**config.mk**
```make
export PLATFORM = sky130hd
export DESIGN_NAME = pointer_sync_filter_scaler
export DESIGN_NICKNAME = d
export VERILOG_FILES = /design/src/hdl/psfs_pkg.sv /design/src/hdl/psfs_front.sv /design/src/hdl/psfs_queue.sv /design/src/hdl/psfs_back.sv /design/src/hdl/pointer_sync_filter_scaler.sv
export SDC_FILE = /design/constraint.sdc
export NUM_CORES = 2
export LEC_CHECK = 0
export BUFFER_PORTS_ARGS = -buffer_cell sky130_fd_sc_hd__buf_2
export CORE_MARGIN = 5
export CORE_UTILIZATION = 38
export CTS_CLUSTER_DIAMETER = 50
export DETAILED_ROUTE_END_ITERATION = 12
export SYNTH_ARGS = -nofsm -noshare
export SYNTH_HDL_FRONTEND = slang
export SYNTH_HIERARCHICAL = 1
export SYNTH_SLANG_ARGS = --single-unit
```
**constraint.sdc**
```tcl
create_clock -name i_clk -period 13.4 [get_ports i_clk]
set_input_delay 0 -clock i_clk [delete_from_list [all_inputs] [get_ports i_clk]]
set_output_delay 0 -clock i_clk [all_outputs]
set_load 0.005 [all_outputs]
```
**src/hdl/psfs_pkg.sv**
```systemverilog
// shared types, constants and arithmetic helpers of the pointer sync filter and scaler
`default_nettype none
package psfs_pkg;

    localparam int FRAC_BITS  = 8;
    localparam int POS_W      = 16;
    localparam int SIZE_W     = 16;
    localparam int TIME_W     = 32;
    localparam int RES_W      = 32;
    localparam int MAG_W      = POS_W + FRAC_BITS;
    localparam int PROD_W     = MAG_W + SIZE_W;
    localparam int CNT_W      = $clog2(PROD_W);
    localparam int IN_DATA_W  = 96;
    localparam int IN_USER_W  = 3;
    localparam int OUT_DATA_W = 64;
    localparam int QDEPTH     = 2;
    localparam int QPTR_W     = 1;

    localparam logic [TIME_W-1:0] QUIET_MS      = 32'd250;
    localparam logic [SIZE_W-1:0] RESET_OUT_W   = 16'd1920;
    localparam logic [SIZE_W-1:0] RESET_OUT_H   = 16'd1080;
    localparam logic [PROD_W:0]   POS_LIMIT     = (PROD_W+1)'(33'h0_7FFF_FFFF);
    localparam logic [PROD_W:0]   NEG_LIMIT     = (PROD_W+1)'(33'h0_8000_0000);
    localparam logic [RES_W-1:0]  NEG_LIMIT_RES = 32'h8000_0000;
    localparam logic [RES_W-1:0]  POS_LIMIT_RES = 32'h7FFF_FFFF;

    typedef enum logic {
        CFG_OUTPUT_WIDTH  = 1'b0,
        CFG_OUTPUT_HEIGHT = 1'b1
    } t_cfg_idx;

    typedef enum logic [3:0] {
        ST_IDLE = 4'b0001,
        ST_MUL  = 4'b0010,
        ST_DIV  = 4'b0100,
        ST_HOLD = 4'b1000
    } t_bstate;

    typedef struct packed {
        logic              neg_x;
        logic [MAG_W-1:0]  mag_x;
        logic [SIZE_W-1:0] num_x;
        logic [SIZE_W-1:0] den_x;
        logic              neg_y;
        logic [MAG_W-1:0]  mag_y;
        logic [SIZE_W-1:0] num_y;
        logic [SIZE_W-1:0] den_y;
    } t_job;

    typedef struct packed {
        logic [TIME_W-1:0] last_act;
        logic [SIZE_W-1:0] src_w;
        logic [SIZE_W-1:0] src_h;
        logic              primed;
        logic [POS_W-1:0]  prev_x;
        logic [POS_W-1:0]  prev_y;
        logic              injected;
        logic [POS_W-1:0]  sent_x;
        logic [POS_W-1:0]  sent_y;
    } t_fstate;

    typedef struct packed {
        logic [SIZE_W-1:0] rem;
        logic [PROD_W-1:0] quo;
    } t_div;

    // one restoring division step, dividend bits shift out of the top of quo
    function automatic t_div div_step(input logic [SIZE_W-1:0] rem,
                                      input logic [PROD_W-1:0] quo,
                                      input logic [SIZE_W-1:0] den);
        logic [SIZE_W:0] trial;
        logic            qbit;
        t_div            res;
        trial = {rem, quo[PROD_W-1]};
        qbit  = (trial >= {1'b0, den});
        if (qbit) begin
            res.rem = SIZE_W'(trial - {1'b0, den});
        end else begin
            res.rem = trial[SIZE_W-1:0];
        end
        res.quo = {quo[PROD_W-2:0], qbit};
        return res;
    endfunction

    // apply sign and saturate a magnitude to the signed result range
    function automatic logic [RES_W-1:0] sat_result(input logic neg,
                                                    input logic [PROD_W-1:0] mag);
        logic [PROD_W:0]  wide;
        logic [RES_W-1:0] lim;
        wide = {1'b0, mag};
        if (neg) begin
            if (wide > NEG_LIMIT) begin
                lim = NEG_LIMIT_RES;
            end else begin
                lim = mag[RES_W-1:0];
            end
            return RES_W'(~lim + 1'b1);
        end else begin
            if (wide > POS_LIMIT) begin
                return POS_LIMIT_RES;
            end else begin
                return mag[RES_W-1:0];
            end
        end
    endfunction

endpackage
`default_nettype wire

```
**src/hdl/psfs_front.sv**
```systemverilog
// front end: request intake, config registers, tracking state and the report decision
`default_nettype none
module psfs_front
    import psfs_pkg::*;
(
    input  wire logic                 i_clk,
    input  wire logic                 i_rst_n,
    input  wire logic                 i_valid,
    output logic                      o_ready,
    input  wire logic [IN_USER_W-1:0] i_user,
    input  wire logic [IN_DATA_W-1:0] i_data,
    input  wire logic                 i_cfg_valid,
    input  wire logic                 i_cfg_index,
    input  wire logic [SIZE_W-1:0]    i_cfg_data,
    output logic                      o_job_valid,
    output t_job                      o_job,
    input  wire logic                 i_job_ready
);

    t_fstate           r_st, n_st;
    logic [SIZE_W-1:0] r_out_w, r_out_h;

    logic              cmd, geo, ptr, accept;
    logic [TIME_W-1:0] now, idle_ms;
    logic [SIZE_W-1:0] sw, sh, eff_w, eff_h, ax, ay;
    logic [POS_W-1:0]  px, py;
    logic [POS_W:0]    dx, dy;
    logic              size_chg, eff_primed, eff_inj, same, origin;
    logic              quiet, near_x, near_y, far, emit, use_scale;

    always_comb begin
        cmd        = i_user[0];
        geo        = i_user[1];
        ptr        = i_user[2];
        now        = i_data[31:0];
        sw         = i_data[47:32];
        sh         = i_data[63:48];
        px         = i_data[79:64];
        py         = i_data[95:80];
        accept     = i_valid && i_job_ready;

        size_chg   = geo && ((sw != r_st.src_w) || (sh != r_st.src_h));
        eff_w      = size_chg ? sw : r_st.src_w;
        eff_h      = size_chg ? sh : r_st.src_h;
        eff_primed = r_st.primed && !size_chg;
        eff_inj    = r_st.injected && !size_chg;
        same       = (px == r_st.prev_x) && (py == r_st.prev_y);
        origin     = (px == '0) && (py == '0);
        idle_ms    = now - r_st.last_act;
        quiet      = idle_ms > QUIET_MS;
        dx         = {px[POS_W-1], px} - {r_st.sent_x[POS_W-1], r_st.sent_x};
        dy         = {py[POS_W-1], py} - {r_st.sent_y[POS_W-1], r_st.sent_y};
        near_x     = dx inside {17'h0_0000, 17'h0_0001, 17'h1_FFFF};
        near_y     = dy inside {17'h0_0000, 17'h0_0001, 17'h1_FFFF};
        far        = !eff_inj || !(near_x && near_y);
        emit       = cmd && ptr && eff_primed && !same && !origin && quiet && far;
        use_scale  = (eff_w != '0) && (eff_h != '0) && (r_out_w != '0) && (r_out_h != '0);

        ax = px[POS_W-1] ? POS_W'(~px + 1'b1) : px;
        ay = py[POS_W-1] ? POS_W'(~py + 1'b1) : py;

        o_ready     = i_job_ready;
        o_job_valid = accept && emit;
        o_job.neg_x = px[POS_W-1];
        o_job.mag_x = MAG_W'(ax) << FRAC_BITS;
        o_job.num_x = use_scale ? r_out_w : SIZE_W'(1);
        o_job.den_x = use_scale ? eff_w : SIZE_W'(1);
        o_job.neg_y = py[POS_W-1];
        o_job.mag_y = MAG_W'(ay) << FRAC_BITS;
        o_job.num_y = use_scale ? r_out_h : SIZE_W'(1);
        o_job.den_y = use_scale ? eff_h : SIZE_W'(1);

        n_st = r_st;
        if (accept) begin
            if (!cmd) begin
                n_st.last_act = now;
            end else begin
                if (size_chg) begin
                    n_st.src_w    = sw;
                    n_st.src_h    = sh;
                    n_st.primed   = 1'b0;
                    n_st.injected = 1'b0;
                end
                if (ptr) begin
                    if (!eff_primed) begin
                        n_st.primed = 1'b1;
                        n_st.prev_x = px;
                        n_st.prev_y = py;
                    end else if (!same) begin
                        n_st.prev_x = px;
                        n_st.prev_y = py;
                        if (emit) begin
                            n_st.injected = 1'b1;
                            n_st.sent_x   = px;
                            n_st.sent_y   = py;
                        end
                    end
                end
            end
        end
    end

    always_ff @(posedge i_clk) begin
        if (!i_rst_n) begin
            r_st    <= '0;
            r_out_w <= RESET_OUT_W;
            r_out_h <= RESET_OUT_H;
        end else begin
            r_st <= n_st;
            if (i_cfg_valid) begin
                case (t_cfg_idx'(i_cfg_index))
                    CFG_OUTPUT_WIDTH:  r_out_w <= i_cfg_data;
                    CFG_OUTPUT_HEIGHT: r_out_h <= i_cfg_data;
                    default:           r_out_w <= r_out_w;
                endcase
            end
        end
    end

endmodule
`default_nettype wire

```
**src/hdl/psfs_queue.sv**
```systemverilog
// two-entry job queue between front end and scaling engine
`default_nettype none
module psfs_queue
    import psfs_pkg::*;
(
    input  wire logic i_clk,
    input  wire logic i_rst_n,
    input  wire logic i_push,
    input  t_job      i_job,
    output logic      o_not_full,
    output logic      o_valid,
    output t_job      o_job,
    input  wire logic i_pop
);

    t_job              r_mem [QDEPTH];
    logic [QPTR_W-1:0] r_wr, r_rd;
    logic [QPTR_W:0]   r_cnt;
    logic              do_push, do_pop;

    always_comb begin
        o_not_full = r_cnt != (QPTR_W+1)'(QDEPTH);
        o_valid    = r_cnt != '0;
        o_job      = r_mem[r_rd];
        do_push    = i_push && o_not_full;
        do_pop     = i_pop && o_valid;
    end

    always_ff @(posedge i_clk) begin
        if (do_push) begin
            r_mem[r_wr] <= i_job;
        end
    end

    always_ff @(posedge i_clk) begin
        if (!i_rst_n) begin
            r_wr  <= '0;
            r_rd  <= '0;
            r_cnt <= '0;
        end else begin
            if (do_push) begin
                r_wr <= QPTR_W'(r_wr + 1'b1);
            end
            if (do_pop) begin
                r_rd <= QPTR_W'(r_rd + 1'b1);
            end
            case ({do_push, do_pop})
                2'b10:   r_cnt <= r_cnt + 1'b1;
                2'b01:   r_cnt <= r_cnt - 1'b1;
                default: r_cnt <= r_cnt;
            endcase
        end
    end

endmodule
`default_nettype wire

```
**src/hdl/psfs_back.sv**
```systemverilog
// scaling engine: multiply, bit-serial divide on both axes, saturate, output register
`default_nettype none
module psfs_back
    import psfs_pkg::*;
(
    input  wire logic                  i_clk,
    input  wire logic                  i_rst_n,
    input  wire logic                  i_job_valid,
    input  t_job                       i_job,
    output logic                       o_job_pop,
    output logic                       o_tvalid,
    input  wire logic                  i_tready,
    output logic [OUT_DATA_W-1:0]      o_tdata
);

    t_bstate           r_state, n_state;
    t_job              r_job;
    logic [PROD_W-1:0] r_qx, r_qy;
    logic [SIZE_W-1:0] r_rx, r_ry;
    logic [CNT_W-1:0]  r_cnt;
    logic              r_ovalid;
    logic [OUT_DATA_W-1:0] r_odata;
    logic              out_free;
    t_div              stx, sty;

    always_comb begin
        out_free  = !r_ovalid || i_tready;
        o_job_pop = (r_state == ST_IDLE) && i_job_valid;
        stx       = div_step(r_rx, r_qx, r_job.den_x);
        sty       = div_step(r_ry, r_qy, r_job.den_y);
        o_tvalid  = r_ovalid;
        o_tdata   = r_odata;
        n_state   = r_state;
        case (r_state)
            ST_IDLE: if (i_job_valid) n_state = ST_MUL;
            ST_MUL:  n_state = ST_DIV;
            ST_DIV:  if (r_cnt == '0) n_state = ST_HOLD;
            ST_HOLD: if (out_free) n_state = ST_IDLE;
            default: n_state = ST_IDLE;
        endcase
    end

    always_ff @(posedge i_clk) begin
        case (r_state)
            ST_IDLE: r_job <= i_job;
            ST_MUL: begin
                r_qx  <= PROD_W'(r_job.mag_x) * PROD_W'(r_job.num_x);
                r_qy  <= PROD_W'(r_job.mag_y) * PROD_W'(r_job.num_y);
                r_rx  <= '0;
                r_ry  <= '0;
                r_cnt <= CNT_W'(PROD_W - 1);
            end
            ST_DIV: begin
                r_qx  <= stx.quo;
                r_rx  <= stx.rem;
                r_qy  <= sty.quo;
                r_ry  <= sty.rem;
                r_cnt <= r_cnt - 1'b1;
            end
            default: r_cnt <= r_cnt;
        endcase
        if ((r_state == ST_HOLD) && out_free) begin
            r_odata <= {sat_result(r_job.neg_y, r_qy), sat_result(r_job.neg_x, r_qx)};
        end
    end

    always_ff @(posedge i_clk) begin
        if (!i_rst_n) begin
            r_state  <= ST_IDLE;
            r_ovalid <= 1'b0;
        end else begin
            r_state <= n_state;
            if ((r_state == ST_HOLD) && out_free) begin
                r_ovalid <= 1'b1;
            end else if (i_tready) begin
                r_ovalid <= 1'b0;
            end
        end
    end

endmodule
`default_nettype wire

```
**src/hdl/pointer_sync_filter_scaler.sv**
```systemverilog
// top level of the pointer sync filter and scaler
// usage:
//   slave stream carries activity notes and pointer polls; a request is taken when
//   s_axis_tvalid and s_axis_tready are high. a note only records its timestamp, a poll
//   may update the held source size and the tracked position.
//   the config channel writes output_width (index 0) or output_height (index 1)
//   on i_cfg_valid; o_cfg_ready is always high. write it only while the block idles.
//   a poll that passes the filter produces one scaled position on the master stream:
//   it is written into the job queue, latched by the engine, multiplied, then divided
//   by one restoring-divide step per product bit (both axes in parallel), and
//   saturated into the output register.
//   notes and filtered-out polls are taken every cycle while the job queue has room;
//   reporting polls are taken back to back while the two-entry job queue has room;
//   the serial divider sets the sustained rate; the engine takes no job until the last is out.
//   when the master side stalls, the result waits in the output register, the
//   engine holds its next result and the queue fills, then s_axis_tready drops.
//   reset restores output size 1920 x 1080, clears all tracking state and the queue.
`default_nettype none
module pointer_sync_filter_scaler
    import psfs_pkg::*;
(
    input  wire logic                  i_clk,
    input  wire logic                  i_rst_n,
    input  wire logic                  s_axis_tvalid,
    output logic                       s_axis_tready,
    // time_ms[31:0], source_width[47:32], source_height[63:48], pos_x[79:64], pos_y[95:80]
    input  wire logic [IN_DATA_W-1:0]  s_axis_tdata,
    // cmd[0], geometry_valid[1], pointer_valid[2]
    input  wire logic [IN_USER_W-1:0]  s_axis_tuser,
    output logic                       m_axis_tvalid,
    input  wire logic                  m_axis_tready,
    // scaled_x[31:0], scaled_y[63:32]
    output logic [OUT_DATA_W-1:0]      m_axis_tdata,
    input  wire logic                  i_cfg_valid,
    output logic                       o_cfg_ready,
    input  wire logic                  i_cfg_index,
    input  wire logic [SIZE_W-1:0]     i_cfg_data
);

    logic job_push, job_not_full, job_valid, job_pop;
    t_job push_job, pop_job;

    assign o_cfg_ready = 1'b1;

    psfs_front u_front (
        .i_clk       (i_clk),
        .i_rst_n     (i_rst_n),
        .i_valid     (s_axis_tvalid),
        .o_ready     (s_axis_tready),
        .i_user      (s_axis_tuser),
        .i_data      (s_axis_tdata),
        .i_cfg_valid (i_cfg_valid),
        .i_cfg_index (i_cfg_index),
        .i_cfg_data  (i_cfg_data),
        .o_job_valid (job_push),
        .o_job       (push_job),
        .i_job_ready (job_not_full)
    );

    psfs_queue u_queue (
        .i_clk      (i_clk),
        .i_rst_n    (i_rst_n),
        .i_push     (job_push),
        .i_job      (push_job),
        .o_not_full (job_not_full),
        .o_valid    (job_valid),
        .o_job      (pop_job),
        .i_pop      (job_pop)
    );

    psfs_back u_back (
        .i_clk       (i_clk),
        .i_rst_n     (i_rst_n),
        .i_job_valid (job_valid),
        .i_job       (pop_job),
        .o_job_pop   (job_pop),
        .o_tvalid    (m_axis_tvalid),
        .i_tready    (m_axis_tready),
        .o_tdata     (m_axis_tdata)
    );

endmodule
`default_nettype wire

```
==> impl_metrics.json <==
{
  "fp.dieW_um": 408,
  "viasPerCell": 5.16,
  "timing.fmax_mhz": 135,
  "cp_max_fo": 24,
  "drive_gt1_frac": 0.0848,
  "layout.nets": 7494,
  "io_pins": 188,
  "ff2ff_path_depth": 22,
  "min_path_cells": 4,
  "chipHeight_um": 408,
  "htree_num_levels": 3,
  "drt-initial-drc-count": 2927,
  "worst_slew_pin_slew_ps": 1190,
  "final_util": 0.432,
  "place.gp.congestion": 0.866,
  "r2r_slack_ps": 5980,
  "yosysUniqueCellTypes": 101,
  "ant_nets": 0,
  "end_kind": "register",
  "layout_common_cells": "988 x nand2_1, 870 x inv_1, 617 x fa_1",
  "setup_viol": 0,
  "setup_tns_ps": 0,
  "critical_path_class": "register to register",
  "antenna_found_initial": 23,
  "routed_wl_um": 157000,
  "cts-root-buf": "clkbuf_16",
  "wire_per_inst_um": 18.2,
  "num_vias": 44382,
  "grt_pass1_wl_um": 252000,
  "netlist_area_um2": 60200,
  "numClockSinks": 696,
  "synth_seq_area_share": 0.319,
  "yosys.area.top_type": "edfxtp_1",
  "slew_headroom": 0.206,
  "ir_worst_vdd_mv": 0.103,
  "maxCapViolations": 0,
  "r2r-end": "u_back/r_qx[33]$_DFFE_PN_",
  "dr.pass1.iters": 5,
  "grt_max_degree": 113,
  "clk_path_buf_depth": 3,
  "drc_errors": 0,
  "cp-start-kind": "register",
  "reg2reg_from": "u_back/r_job[76]$_DFFE_PP_",
  "setup_ws_ps": 5980,
  "yosys-top-cells-area": "edfxtp_1 26%, fa_1 21%, ha_1 6.8%",
  "mostFrequentLayoutCell": "nand2_1",
  "syn_area_per_cell_um2": 9.73,
  "power.total_w": 0.00733,
  "initial_core_util": 0.381,
  "fp.dieArea_um2": 166000,
  "worstHoldStart": "s_axis_tdata[94]",
  "outcome": "finished clean",
  "rows": 146,
  "clkTransAtPathRegs_ps": 60,
  "core_region_area_um2": 158000,
  "post-route-period-util": 0.554,
  "synth_enable_flop_cells": 524,
  "yosysTopAreaCellShare": 0.262,
  "cts_tree": "yes",
  "fillers": 15159,
  "numCtsBuffers": 94,
  "yosys_warnings": 6,
  "dp_slack_ps": 5970,
  "portBuffers": 186,
  "synth_cells": 6185,
  "grt_remaining_overflow": 0,
  "hold_class": "input pin to register",
  "leakage_nw": 28.7,
  "critical_path_required_ps": 13810,
  "rsz0062_at_grt": "no",
  "arrival_ps": 7840,
  "cts_setup_buffers": 0,
  "hpwl_um": 113000,
  "synth_seq_cells": 696,
  "hold_violations": 0,
  "hold_path_end": "u_front/r_st[14]$_SDFFE_PN0P_",
  "grt_pass1_vias": 45301,
  "clock_skew_ps": 71.0,
  "drv_slew": 0,
  "insertion_delay_ps": 730,
  "area_growth_pct": 13.4,
  "yosys_most_used_dff": "edfxtp_1",
  "synthArstFlopShare": 0,
  "min_period_ps": 7420,
  "powerDensity_nw_per_um2": 107,
  "grtUsageTotal": 0.186
}
==> Yosys cell counts (8+ instances only) <==
cell type and instances:
a2bb2oi_1 9, nand3b_1 8, xor2_1 80, o22ai_1 9, nand2b_1 28, o21bai_1 16, buf_2 18, inv_1 871
nand2_1 988, nand3_1 58, o211ai_1 26, xnor2_1 119, a211o_1 11, nor4b_1 9, or3_1 31, o22a_1 11
buf_4 23, mux2i_1 112, nor2b_1 67, or4_1 12, nor2_1 227, o211a_1 9, edfxtp_1 524, o311ai_0 24
and3_1 30, a21o_1 58, and2_1 356, fa_1 617, a211oi_1 32, o2111ai_1 9, o41ai_1 9, o31ai_1 24
a21boi_0 97, nand4_1 56, a31oi_1 36, nor4_1 58, a21oi_1 225, ha_1 326, clkbuf_1 253, o21ai_0 164
nor3_1 75, dfxtp_1 172, o21a_1 36, mux2_2 118
==> worst max-delay path: stages, from the launching register on <==
cell	delay [ps]
edfxtp_1	1040
nand2_1	190
fa_1	570
inv_1	50
fa_1	480
inv_1	60
fa_1	490
inv_1	50
fa_1	470
fa_1	560
inv_1	60
fa_1	540
inv_1	50
ha_1	370
a211oi_1	260
nor2_1	80
nor3_1	230
a21boi_0	260
a31oi_1	500
o211ai_1	260
a41oi_1	290
xor2_1	180
a21oi_1	80
==> state kept, by name, indices dropped and copies added (netlist names), named ones only <==
register         count
u_queue/r_mem      228
u_front/r_st       130
u_back/r_job       114
u_back/o_tdata      64
u_back/r_qx         40
u_back/r_qy         40
u_back/r_rx         16
u_back/r_ry         16
u_front/r_out_h     16
u_front/r_out_w     16
u_back/r_cnt         6
u_back/r_state       4
u_queue/r_cnt        2
u_back/o_tvalid      1
u_queue/r_rd         1
u_queue/r_wr         1
==> layer usage <==
layer  wire [µm]  part of all wire  vias up  track usage
li1            -                 -    20963            -
met2       67600              0.43     1331        0.284
met4        3670             0.023       10       0.0451
met5          61           0.00039        -            0
met3       11500             0.073      253       0.0420
met1       73900              0.47    21825        0.270
==> worst max-delay path by stage <==
stage,depth (start not counted),slack [ps],endpoint,from
finish,22,5980,u_back/r_qx[33]$_DFFE_PN_,u_back/r_job[76]$_DFFE_PP_
global route,22,5490,u_back/r_qx[33]$_DFFE_PN_,u_back/r_job[79]$_DFFE_PP_
CTS,22,5940,u_back/r_qx[33]$_DFFE_PN_,u_back/r_job[79]$_DFFE_PP_
detailed placement,22,5970,u_back/r_qx[33]$_DFFE_PN_,u_back/r_job[79]$_DFFE_PP_
global placement,22,6100,u_back/r_qx[33]$_DFFE_PN_,u_back/r_job[79]$_DFFE_PP_
floorplan,2,4160,u_back/r_cnt[0]$_SDFFCE_PN1N_,u_back/r_state[1]$_SDFFE_PN0P_
==> power by group <==
group	internal [W]	total (W)	leakage, nW	switching [W]
Combinational	0.000994	0.00238	20.9	0.00139
Sequential	0.00242	0.00245	6.22	0.0000259
Clock	0.00146	0.00251	1.58	0.00105
Total	0.00487	0.00733	28.7	0.00246
==> per-stage QoR <==
stage                     hold slack, ps  instances  area, µm²
final                                179       8598      68200
after global routing                 138       8591      68200
after CTS                           96.1       8580      68200
after detailed placement             242       8174      62700
after global placement               239       8174      62700
after floorplan                     61.9       6200      60200
==> cells by family after synthesis <==
family	count (synthesis)	synth area share
AO/OA/AOI/OAI	893	0.0994
AND/OR/NAND/NOR	2039	0.162
multiplexers	231	0.0410
flip-flops	696	0.319
XOR/XNOR	199	0.0290
buffers and inverters	1182	0.0770
adder cells (fa/ha/maj)	943	0.273
other	2	0.000125
==> what timing repair did <==
| action | CTS | global route |
|---|---|---|
| hold buffers | 232 | 0 |
| gates resized for setup | 0 | 0 |
| endpoints found under the hold margin | 296 | 0 |
==> cell type report <==
type / instances / area (µm²) / area share
well taps: 2072 / 2590 / 0.0380
clock inverters: 68 / 753 / 0.0110
diodes: 18 / 45.0 / 0.000660
repair buffers: 444 / 3450 / 0.0506
multi-input cells: 4322 / 36500 / 0.535
inverters: 872 / 3280 / 0.0480
flip-flops and latches: 696 / 19200 / 0.281
clock buffers: 106 / 2460 / 0.0360
Note: power is estimated with default switching activity, not from simulation.
